## src/hdl/aes_cbc_pkg.sv

```systemverilog
// Shared types, register indexes and AES byte functions for the AES-256 CBC engine.
package aes_cbc_pkg;

	localparam int NUM_RK = 15;
	localparam int LAST_ROUND = 14;
	localparam int BLK_BYTES = 16;

	localparam logic [2:0] REG_KEY0 = 3'd0;
	localparam logic [2:0] REG_KEY1 = 3'd1;
	localparam logic [2:0] REG_KEY2 = 3'd2;
	localparam logic [2:0] REG_KEY3 = 3'd3;
	localparam logic [2:0] REG_IV_HI = 3'd4;
	localparam logic [2:0] REG_IV_LO = 3'd5;
	localparam logic [2:0] REG_DEC = 3'd6;

	localparam logic [2047:0] SBOX_TBL = {
		128'h637c777bf26b6fc53001672bfed7ab76,
		128'hca82c97dfa5947f0add4a2af9ca472c0,
		128'hb7fd9326363ff7cc34a5e5f171d83115,
		128'h04c723c31896059a071280e2eb27b275,
		128'h09832c1a1b6e5aa0523bd6b329e32f84,
		128'h53d100ed20fcb15b6acbbe394a4c58cf,
		128'hd0efaafb434d338545f9027f503c9fa8,
		128'h51a3408f929d38f5bcb6da2110fff3d2,
		128'hcd0c13ec5f974417c4a77e3d645d1973,
		128'h60814fdc222a908846eeb814de5e0bdb,
		128'he0323a0a4906245cc2d3ac629195e479,
		128'he7c8376d8dd54ea96c56f4ea657aae08,
		128'hba78252e1ca6b4c6e8dd741f4bbd8b8a,
		128'h703eb5664803f60e613557b986c11d9e,
		128'he1f8981169d98e949b1e87e9ce5528df,
		128'h8ca1890dbfe6426841992d0fb054bb16};

	localparam logic [2047:0] INV_SBOX_TBL = {
		128'h52096ad53036a538bf40a39e81f3d7fb,
		128'h7ce339829b2fff87348e4344c4dee9cb,
		128'h547b9432a6c2233dee4c950b42fac34e,
		128'h082ea16628d924b2765ba2496d8bd125,
		128'h72f8f66486689816d4a45ccc5d65b692,
		128'h6c704850fdedb9da5e154657a78d9d84,
		128'h90d8ab008cbcd30af7e45805b8b34506,
		128'hd02c1e8fca3f0f02c1afbd0301138a6b,
		128'h3a9111414f67dcea97f2cfcef0b4e673,
		128'h96ac7422e7ad3585e2f937e81c75df6e,
		128'h47f11a711d29c5896fb7620eaa18be1b,
		128'hfc563e4bc6d279209adbc0fe78cd5af4,
		128'h1fdda8338807c731b11210592780ec5f,
		128'h60517fa919b54a0d2de57a9f93c99cef,
		128'ha0e03b4dae2af5b0c8ebbb3c83539961,
		128'h172b047eba77d626e169146355210c7d};

	typedef struct packed {
		logic       kx_load;
		logic       kx_step;
		logic       blk_load;
		logic       rnd_en;
		logic [3:0] cnt;
		logic       out_load;
	} dp_cmd_t;

	typedef struct packed {
		logic key_wr;
	} dp_sts_t;

	function automatic logic [7:0] sb(input logic [7:0] x);
		return SBOX_TBL[{~x, 3'b111} -: 8];
	endfunction

	function automatic logic [7:0] isb(input logic [7:0] x);
		return INV_SBOX_TBL[{~x, 3'b111} -: 8];
	endfunction

	function automatic logic [7:0] xt(input logic [7:0] a);
		return {a[6:0], 1'b0} ^ (a[7] ? 8'h1b : 8'h00);
	endfunction

	function automatic logic [7:0] rcon(input logic [3:0] k);
		logic [7:0] r;
		case (k)
			4'd0: r = 8'h01;
			4'd1: r = 8'h02;
			4'd2: r = 8'h04;
			4'd3: r = 8'h08;
			4'd4: r = 8'h10;
			4'd5: r = 8'h20;
			4'd6: r = 8'h40;
			default: r = 8'h00;
		endcase
		return r;
	endfunction

	// byte 0 is the most significant byte
	function automatic logic [127:0] sub_bytes(input logic [127:0] v, input logic inv);
		logic [127:0] t;
		for (int i = 0; i < BLK_BYTES; i++) begin
			t[127-8*i -: 8] = inv ? isb(v[127-8*i -: 8]) : sb(v[127-8*i -: 8]);
		end
		return t;
	endfunction

	function automatic logic [127:0] shift_rows(input logic [127:0] v, input logic inv);
		logic [127:0] t;
		for (int r = 0; r < 4; r++) begin
			for (int c = 0; c < 4; c++) begin
				if (inv) begin
					t[127-8*(r+4*((c+r)&3)) -: 8] = v[127-8*(r+4*c) -: 8];
				end else begin
					t[127-8*(r+4*c) -: 8] = v[127-8*(r+4*((c+r)&3)) -: 8];
				end
			end
		end
		return t;
	endfunction

	function automatic logic [127:0] mix_cols(input logic [127:0] v, input logic inv);
		logic [127:0] t;
		logic [7:0] a [4];
		logic [7:0] x2 [4];
		logic [7:0] x4 [4];
		logic [7:0] x8 [4];
		logic [7:0] m3 [4];
		logic [7:0] m9 [4];
		logic [7:0] m11 [4];
		logic [7:0] m13 [4];
		logic [7:0] m14 [4];
		for (int c = 0; c < 4; c++) begin
			for (int i = 0; i < 4; i++) begin
				a[i] = v[127-8*(4*c+i) -: 8];
				x2[i] = xt(a[i]);
				x4[i] = xt(x2[i]);
				x8[i] = xt(x4[i]);
				m3[i] = x2[i] ^ a[i];
				m9[i] = x8[i] ^ a[i];
				m11[i] = x8[i] ^ x2[i] ^ a[i];
				m13[i] = x8[i] ^ x4[i] ^ a[i];
				m14[i] = x8[i] ^ x4[i] ^ x2[i];
			end
			if (inv) begin
				t[127-8*(4*c) -: 8]   = m14[0] ^ m11[1] ^ m13[2] ^ m9[3];
				t[127-8*(4*c+1) -: 8] = m9[0] ^ m14[1] ^ m11[2] ^ m13[3];
				t[127-8*(4*c+2) -: 8] = m13[0] ^ m9[1] ^ m14[2] ^ m11[3];
				t[127-8*(4*c+3) -: 8] = m11[0] ^ m13[1] ^ m9[2] ^ m14[3];
			end else begin
				t[127-8*(4*c) -: 8]   = x2[0] ^ m3[1] ^ a[2] ^ a[3];
				t[127-8*(4*c+1) -: 8] = a[0] ^ x2[1] ^ m3[2] ^ a[3];
				t[127-8*(4*c+2) -: 8] = a[0] ^ a[1] ^ x2[2] ^ m3[3];
				t[127-8*(4*c+3) -: 8] = m3[0] ^ a[1] ^ a[2] ^ x2[3];
			end
		end
		return t;
	endfunction

	function automatic logic [31:0] sub_word(input logic [31:0] w);
		return {sb(w[31:24]), sb(w[23:16]), sb(w[15:8]), sb(w[7:0])};
	endfunction

	// next round key from the last eight expanded words
	function automatic logic [127:0] kx_next(input logic [255:0] kx, input logic [3:0] idx);
		logic [31:0] t;
		logic [31:0] n0;
		logic [31:0] n1;
		logic [31:0] n2;
		logic [31:0] n3;
		logic [3:0] k;
		k = {1'b0, idx[3:1]} - 4'd1;
		if (!idx[0]) begin
			t = sub_word({kx[23:0], kx[31:24]}) ^ {rcon(k), 24'h0};
		end else begin
			t = sub_word(kx[31:0]);
		end
		n0 = kx[255:224] ^ t;
		n1 = kx[223:192] ^ n0;
		n2 = kx[191:160] ^ n1;
		n3 = kx[159:128] ^ n2;
		return {n0, n1, n2, n3};
	endfunction

endpackage

```

## src/hdl/aes_cbc_ctrl.sv

```systemverilog
// Sequencer for key expansion, AES rounds and the output register handshake.
module aes_cbc_ctrl import aes_cbc_pkg::*; (
	input  logic     clk,
	input  logic     arst_n,
	input  logic     in_valid,
	output logic     in_stall,
	output logic     out_valid,
	input  logic     out_stall,
	input  dp_sts_t  sts,
	output dp_cmd_t  cmd
);

	localparam logic [2:0] S_KLOAD = 3'd0;
	localparam logic [2:0] S_KEXP  = 3'd1;
	localparam logic [2:0] S_IDLE  = 3'd2;
	localparam logic [2:0] S_RUN   = 3'd3;
	localparam logic [2:0] S_DONE  = 3'd4;

	logic [2:0] state_q;
	logic [3:0] cnt_q;
	logic       out_valid_q;
	logic       slot_free;

	assign slot_free = !out_valid_q || !out_stall;
	assign in_stall = (state_q != S_IDLE);
	assign out_valid = out_valid_q;

	always_comb begin
		cmd.kx_load = (state_q == S_KLOAD);
		cmd.kx_step = (state_q == S_KEXP);
		cmd.blk_load = (state_q == S_IDLE) && in_valid;
		cmd.rnd_en = (state_q == S_RUN);
		cmd.cnt = (state_q == S_IDLE) ? 4'd0 : cnt_q;
		cmd.out_load = (state_q == S_DONE) && slot_free;
	end

	always_ff @(posedge clk or negedge arst_n) begin
		if (!arst_n) begin
			state_q <= S_KLOAD;
			cnt_q <= 4'd0;
		end else if (sts.key_wr) begin
			state_q <= S_KLOAD;
		end else begin
			case (state_q)
				S_KLOAD: begin
					cnt_q <= 4'd2;
					state_q <= S_KEXP;
				end
				S_KEXP: begin
					if (cnt_q == 4'(LAST_ROUND)) state_q <= S_IDLE;
					else cnt_q <= cnt_q + 4'd1;
				end
				S_IDLE: begin
					if (in_valid) begin
						cnt_q <= 4'd1;
						state_q <= S_RUN;
					end
				end
				S_RUN: begin
					if (cnt_q == 4'(LAST_ROUND)) state_q <= S_DONE;
					else cnt_q <= cnt_q + 4'd1;
				end
				S_DONE: begin
					if (slot_free) state_q <= S_IDLE;
				end
				default: state_q <= S_KLOAD;
			endcase
		end
	end

	always_ff @(posedge clk or negedge arst_n) begin
		if (!arst_n) begin
			out_valid_q <= 1'b0;
		end else if (cmd.out_load) begin
			out_valid_q <= 1'b1;
		end else if (!out_stall) begin
			out_valid_q <= 1'b0;
		end
	end

	a_run_cnt: assert property (@(posedge clk) disable iff (!arst_n)
		(state_q == S_RUN) |-> (cnt_q >= 4'd1 && cnt_q <= 4'(LAST_ROUND)))
		else $error("round count out of range");

	a_out_free: assert property (@(posedge clk) disable iff (!arst_n)
		cmd.out_load |-> (!out_valid_q || !out_stall))
		else $error("output register overwritten");

	a_start: assert property (@(posedge clk) disable iff (!arst_n)
		(state_q == S_IDLE && in_valid && !sts.key_wr) |=> (state_q == S_RUN && cnt_q == 4'd1))
		else $error("accepted transaction did not start rounds");

	a_rekey: assert property (@(posedge clk) disable iff (!arst_n)
		sts.key_wr |=> (state_q == S_KLOAD))
		else $error("key write did not restart expansion");

endmodule

```

## config.mk

```make
export PLATFORM = sky130hd
export DESIGN_NAME = aes_cbc_ctrl
export DESIGN_NICKNAME = d
export VERILOG_FILES = /design/src/hdl/aes_cbc_pkg.sv /design/src/hdl/aes_cbc_ctrl.sv
export SDC_FILE = /design/constraint.sdc
export NUM_CORES = 1
export LEC_CHECK = 0
export ABC_AREA = 1
export BUFFER_PORTS_ARGS = -buffer_cell sky130_fd_sc_hd__buf_2
export CAP_MARGIN = 10
export CORE_MARGIN = 8
export CORE_UTILIZATION = 40
export CTS_BUF_LIST = sky130_fd_sc_hd__clkbuf_16
export CTS_CLUSTER_SIZE = 40
export DETAILED_ROUTE_END_ITERATION = 16
export PLACE_DENSITY = 0.74
export RECOVER_POWER = 50
export SYNTH_ARGS = -nofsm -noshare
export SYNTH_HDL_FRONTEND = slang
export SYNTH_SLANG_ARGS = --single-unit
```

## constraint.sdc

```tcl
create_clock -name clk -period 1.6 [get_ports clk]
set_input_delay 0.4 -clock clk [delete_from_list [all_inputs] [get_ports clk]]
set_output_delay 0.4 -clock clk [all_outputs]
set_load 0.1 [all_outputs]
```

==> impl_metrics.csv, run 1 <==
group,metric,value,unit
global_routing,antenna_found_initial,0,
floorplan,core.rowCount,13,
routing,drt-initial-drc-count,29,
flow_run,maxCapViolCount,0,
floorplan,die_area,0.00290,mm2
finish,fin_util,89.4,%
placement,gp_congestion,0.779,
yosys,async_flop_share,100,%
sta,post-route-period-util,104,%
finish,synthToLayoutAreaGrowth,106,%
global_routing,grt_pass1_vias,666,
clock_network,clock_latency,0.23,ns
clock_network,cts.sink_count,8,
setup_path,crit_type,"reg2out",
min_path,holdCritPathClass,"in2async",
finish,layout-drive-gt1-share,53.5,%
sta,grt_setup_unrepaired,"true",
yosys,syn-cell-area,572,um2
yosys,synth_edf_count,0,
sta,slew_headroom,67.9,%
setup_path,crit_arrival,1.27,ns
setup_path,cp_max_fo,4,
routing,wl_per_cell,16.1,um
clock_network,cts_buffers,3,
sta,setup_tns,-0.601,ns
yosys,synth_seq_area_share,35.0,%
clock_network,tritoncts,"built",
global_routing,grt_pass1_wl,3170,um
yosys,yosysWarnings,0,
routing,first_pass_iters,4,
sta,hold_viol,0,
yosys,yosysTopAreaCell,"dfrtp_1",
floorplan,fp.dieH,53.8,um
setup_path,endpoint_kind,"primary output",
power,power_density,1750,mW/mm2
sta,setup_ws,-0.0682,ns
finish,antennaDiodeCount,0,
yosys,netlist.area_leader.share,35.0,%
power,ir_drop,1.75,mV
setup_path,worst_setup_path_start_kind,"register",
power,total_power,2.06,mW
global_routing,use_met1,14.1,%
clock_network,cts-htree-levels,1,
placement,dp.cells,115,
sta,setup_violations,10,
sta,worst_pin_slew,0.484,ns
yosys,synth_most_common_cell,"nand2_1",
yosys,netlist_top_cells_area,"dfrtp_1 35%, nand2_1 11%, nand3_1 8.8%",
clock_network,cts_buffer_depth,2,
global_routing,grt_max_degree,10,
routing,drt_wl_total,2080,um
sta,fin_crit,1.67,ns
yosys,synthCells,80,
placement,io_buffers,15,
clock_network,root_buffer,"clkbuf_16",
routing,drcViolationCount,0,
placement,placed_cell_area,923,um2
power,p_leak,0.552,nW
floorplan,die_x,53.8,um
finish,nNetsFinal,123,
setup_path,crit_required,1.20,ns
outcome,failed_checks,"negative setup slack",
clock_network,clk_pin_slew,0.04,ns
sta,finClkSkew,0.00247,ns
global_routing,gr-usage-met3,3.58,%
routing,route.antenna.remaining_nets,0,
floorplan,core-area,0.00132,mm2
routing,routed_via_density,5.36,
sta,fmax,599,MHz
global_routing,busiest_layer,"met2",
finish,final_area,0.00118,mm2
yosys,synthDistinctLibCells,19,
yosys,postSynthAreaPerCell,7.15,um2
yosys,synthTopCellsByCount,"17 x nand2_1, 13 x nor2_1, 11 x inv_1",
placement,dpl.hpwl,1350,um
outcome,outcome,"finished, violations left",
yosys,synth-main-ff-cell,"dfrtp_1",
global_routing,overflow,0,
global_routing,met2_usage,30.7,%
finish,fin_cells,129,
yosys,synth_nets,87,
yosys,synth_seq_cells,8,
routing,vias,691,
sta,slew_viol_final,0,
floorplan,ioPinCount,16,
global_routing,grt_use_total,15.5,%
floorplan,initial_utilization,43.4,%
finish,nFillCells,63,
## cells in the final DEF (no fill, tap or decap), drive strengths merged
| master | netlist | layout |
|---|---|---|
| buf | 0 | 30 |
| clkbuf | 0 | 4 |
| clkinv | 0 | 1 |
| dfrtp | 8 | 8 |
| ha | 2 | 2 |
| inv | 13 | 12 |
| nand2 | 20 | 20 |
| nand3 | 11 | 11 |
| nand4 | 1 | 1 |
| nor2 | 16 | 16 |
| nor3 | 2 | 2 |
| o21ai | 6 | 6 |
| xnor2 | 1 | 1 |
## critical path, stage by stage, from the launching register on
cell	delay, ns
dfrtp_2	0.49
nor2_4	0.14
nand2_2	0.10
nor2_4	0.13
buf_12	0.18
## repair_timing
item                                    in CTS  in global routing
hold buffers                                 0                  0
pin swaps                                    5                  2
endpoints found under the setup margin       9                 12
resized for setup                           15                  7
buffers inserted                             8                  3
## layout make-up
cell class              count  area (um2)  share of cell area, %
clock buffers               3        75.1                   6.38
inverters                  13        68.8                   5.84
multi-input cells          59         430                   36.6
flip-flops and latches      8         208                   17.6
well taps                  15        18.8                   1.59
repair buffers             31         377                   32.0
## power breakdown
part | internal, mW | switching (mW)
combinational | 0.486 | 0.821
sequential | 0.253 | 0.0735
clock | 0.322 | 0.0991
## routing by layer
layer / part of all wire, % / vias to the layer above
met5: 0 / -
met4: 2.9 / 0
met3: 7.3 / 13
met2: 55 / 40
met1: 35 / 318
li1: - / 320
## cells by family (layout without fill, tap and decap cells)
family / count (synthesis) / after routing / share of synthesized area, %
AO/OA/AOI/OAI: 6 / 6 / 5.91
XOR/XNOR: 1 / 1 / 1.53
adder cells (fa/ha/maj): 2 / 2 / 4.38
buffers and inverters: 13 / 47 / 8.53
flip-flops: 8 / 8 / 35.0
AND/OR/NAND/NOR: 50 / 50 / 44.6
## registers in the layout, indices dropped and copies added, names as in the netlist
register / count
cnt_q: 4
state_q: 3
out_valid: 1
## worst paths after layout
| kind | start | to | slack, ns | cells after the start |
|---|---|---|---|---|
| max | state_q[1] | cmd[0] | -0.07 | 4 |
| min | arst_n | cnt_q[1] | 0.09 | 1 |
| max reg2reg | state_q[2] | cnt_q[0] | 0.13 | 9 |
| min reg2reg | out_valid | out_valid | 0.55 | 2 |
| max in group asynchronous | arst_n | out_valid | 1.16 | 1 |
| min in group clk | out_stall | out_valid | 0.41 | 3 |
## through the flow
stage | worst slack [ns] | hold WS [ns]
6_report | -0.0682 | 0.0870
3_5_place_dp | 0.0285 | 0.250
3_3_place_gp | 0.0808 | 0.246
4_1_cts | -0.0775 | 0.00857
2_1_floorplan | -0.159 | 0.104
5_1_grt | -0.0907 | 0.135
No activity file was read; power rests on OpenSTA's default activity.
==> inputs of run 2 (changes only) <==
--- a/config.mk
+++ b/config.mk
@@ -8,12 +8,14 @@
 export ABC_AREA = 1
 export BUFFER_PORTS_ARGS = -buffer_cell sky130_fd_sc_hd__buf_2
 export CAP_MARGIN = 10
+export CELL_PAD_IN_SITES_DETAIL_PLACEMENT = 1
+export CELL_PAD_IN_SITES_GLOBAL_PLACEMENT = 1
 export CORE_MARGIN = 8
-export CORE_UTILIZATION = 40
+export CORE_UTILIZATION = 34
 export CTS_BUF_LIST = sky130_fd_sc_hd__clkbuf_16
 export CTS_CLUSTER_SIZE = 40
 export DETAILED_ROUTE_END_ITERATION = 16
-export PLACE_DENSITY = 0.74
+export PLACE_DENSITY = 0.85
 export RECOVER_POWER = 50
 export SYNTH_ARGS = -nofsm -noshare
 export SYNTH_HDL_FRONTEND = slang
==> impl_metrics.csv, run 2 (synthesis results as in run 1) <==
group,metric,value,unit
floorplan,core.rowCount,15,
power,power_density,1780,mW/mm2
finish,antennaDiodeCount,0,
finish,multi_input_area,423,um2
floorplan,fp.dieH,57.0,um
finish,final_area,0.00116,mm2
placement,dpl.hpwl,1540,um
global_routing,grt_max_degree,10,
setup_path,crit_path_max_incr_delay,0.45,ns
finish,largest_register,"cnt_q",
clock_network,postCtsHoldBufs,0,
global_routing,grt_pass1_wl,3910,um
setup_path,crit_arrival,1.29,ns
finish,final_common_cell,"nand2_1",
placement,placed_cell_area,956,um2
finish,layout-drive-gt1-share,51.7,%
finish,synthToLayoutAreaGrowth,103,%
floorplan,core-area,0.00165,mm2
routing,drt_wl_total,2600,um
finish,most-common-layout-cells,"16 x nand2_1, 14 x buf_4, 11 x nor2_4, 11 x inv_1",
finish,largest_reg_flops,4,
setup_path,worst_setup_path_start_kind,"register",
setup_path,worst_path_most_repeated_cell,"nor2_4",
floorplan,ioPinCount,16,
routing,vias,695,
placement,preCtsSetupSlack,0.114,ns
sta,setup_tns,-0.544,ns
min_path,holdCritPathClass,"in2async",
sta,fmax,590,MHz
global_routing,grt_pass1_vias,814,
finish,nNetsFinal,124,
power,total_power,2.07,mW
floorplan,die_x,57.0,um
setup_path,crit_required,1.20,ns
clock_network,cts.sink_count,8,
routing,routed_via_density,5.23,
sta,grt_setup_unrepaired,"true",
setup_path,path_cells,"nor2_4 -> nand2_8 -> nor2_4 -> buf_12",
clock_network,clk_pin_slew,0.04,ns
clock_network,root_buffer,"clkbuf_16",
placement,io_buffers,15,
sta,post-route-period-util,106,%
placement,dp.cells,117,
clock_network,tritoncts,"built",
sta,fin_crit,1.69,ns
sta,finClkSkew,0.00339,ns
finish,ff_latch_area,208,um2
routing,wl_per_cell,19.5,um
sta,hold_viol,0,
sta,whs,0.0865,ns
floorplan,die_area,0.00325,mm2
clock_network,cts-htree-levels,1,
clock_network,cts_buffer_depth,2,
sta,setup_violations,9,
sta,worst_pin_slew,0.489,ns
clock_network,cts_buffers,3,
routing,drcViolationCount,0,
setup_path,slowest_stage,"dfrtp_2",
floorplan,initial_utilization,34.6,%
routing,drt-initial-drc-count,19,
global_routing,grt_use_total,15.3,%
outcome,outcome,"finished, violations left",
power,p_leak,0.553,nW
flow_run,maxCapViolCount,0,
outcome,failed_checks,"negative setup slack",
setup_path,cp_max_fo,5,
routing,first_pass_iters,4,
setup_path,endpoint_kind,"primary output",
sta,setup_ws,-0.0937,ns
finish,nFillCells,169,
finish,fin_cells,133,
routing,route.antenna.remaining_nets,0,
global_routing,antenna_found_initial,0,
setup_path,crit_type,"reg2out",
global_routing,overflow,0,
power,ir_drop,1.51,mV
sta,slew_headroom,67.6,%
sta,slew_viol_final,0,
finish,fin_util,70.2,%
placement,gp_congestion,0.829,
clock_network,clock_latency,0.24,ns
run 2: routing by layer:
layer	up-vias	share of wire [%]	GRT usage, %
met2	20	56	29.0
met1	346	38	15.0
met5	-	0	0
met4	0	2.3	6.04
li1	322	-	-
met3	7	3.8	4.21
run 2: repair_timing:
item / CTS / global route
gates resized for setup: 7 / 5
endpoints found under the setup margin: 9 / 9
hold endpoints to repair: 0 / 0
setup buffers: 9 / 3
pin swaps: 6 / 7
run 2: final timing paths:
check | slack, ns | start | to | cells past startpoint
hold / removal | 0.09 | arst_n | out_valid | 1
setup / recovery | -0.09 | state_q[0] | cmd[6] | 4
min in group clk | 0.44 | out_stall | out_valid | 3
setup reg to reg | 0.08 | cnt_q[0] | cnt_q[0] | 7
hold reg to reg | 0.60 | out_valid | out_valid | 2
max in group asynchronous | 1.16 | arst_n | out_valid | 1
run 2: power breakdown:
group,internal (mW),total (mW),switching (mW)
Combinational,0.467,1.30,0.831
Clock,0.327,0.441,0.114
Sequential,0.253,0.327,0.0736
run 2: cell type report:
class / instances / area share, %
repair buffers: 32 / 31.3
flip-flops and latches: 8 / 17.9
well taps: 17 / 1.83
inverters: 13 / 5.72
clock inverters: 1 / 0.324
clock buffers: 3 / 6.47
multi-input cells: 59 / 36.5
run 2: worst max-delay path, delay by kind of cell (launching register included):
kind                   cells  cell delay [ns]
DFF                        1             0.45
and+or+nand+nor            3             0.42
buffers and inverters      1             0.18
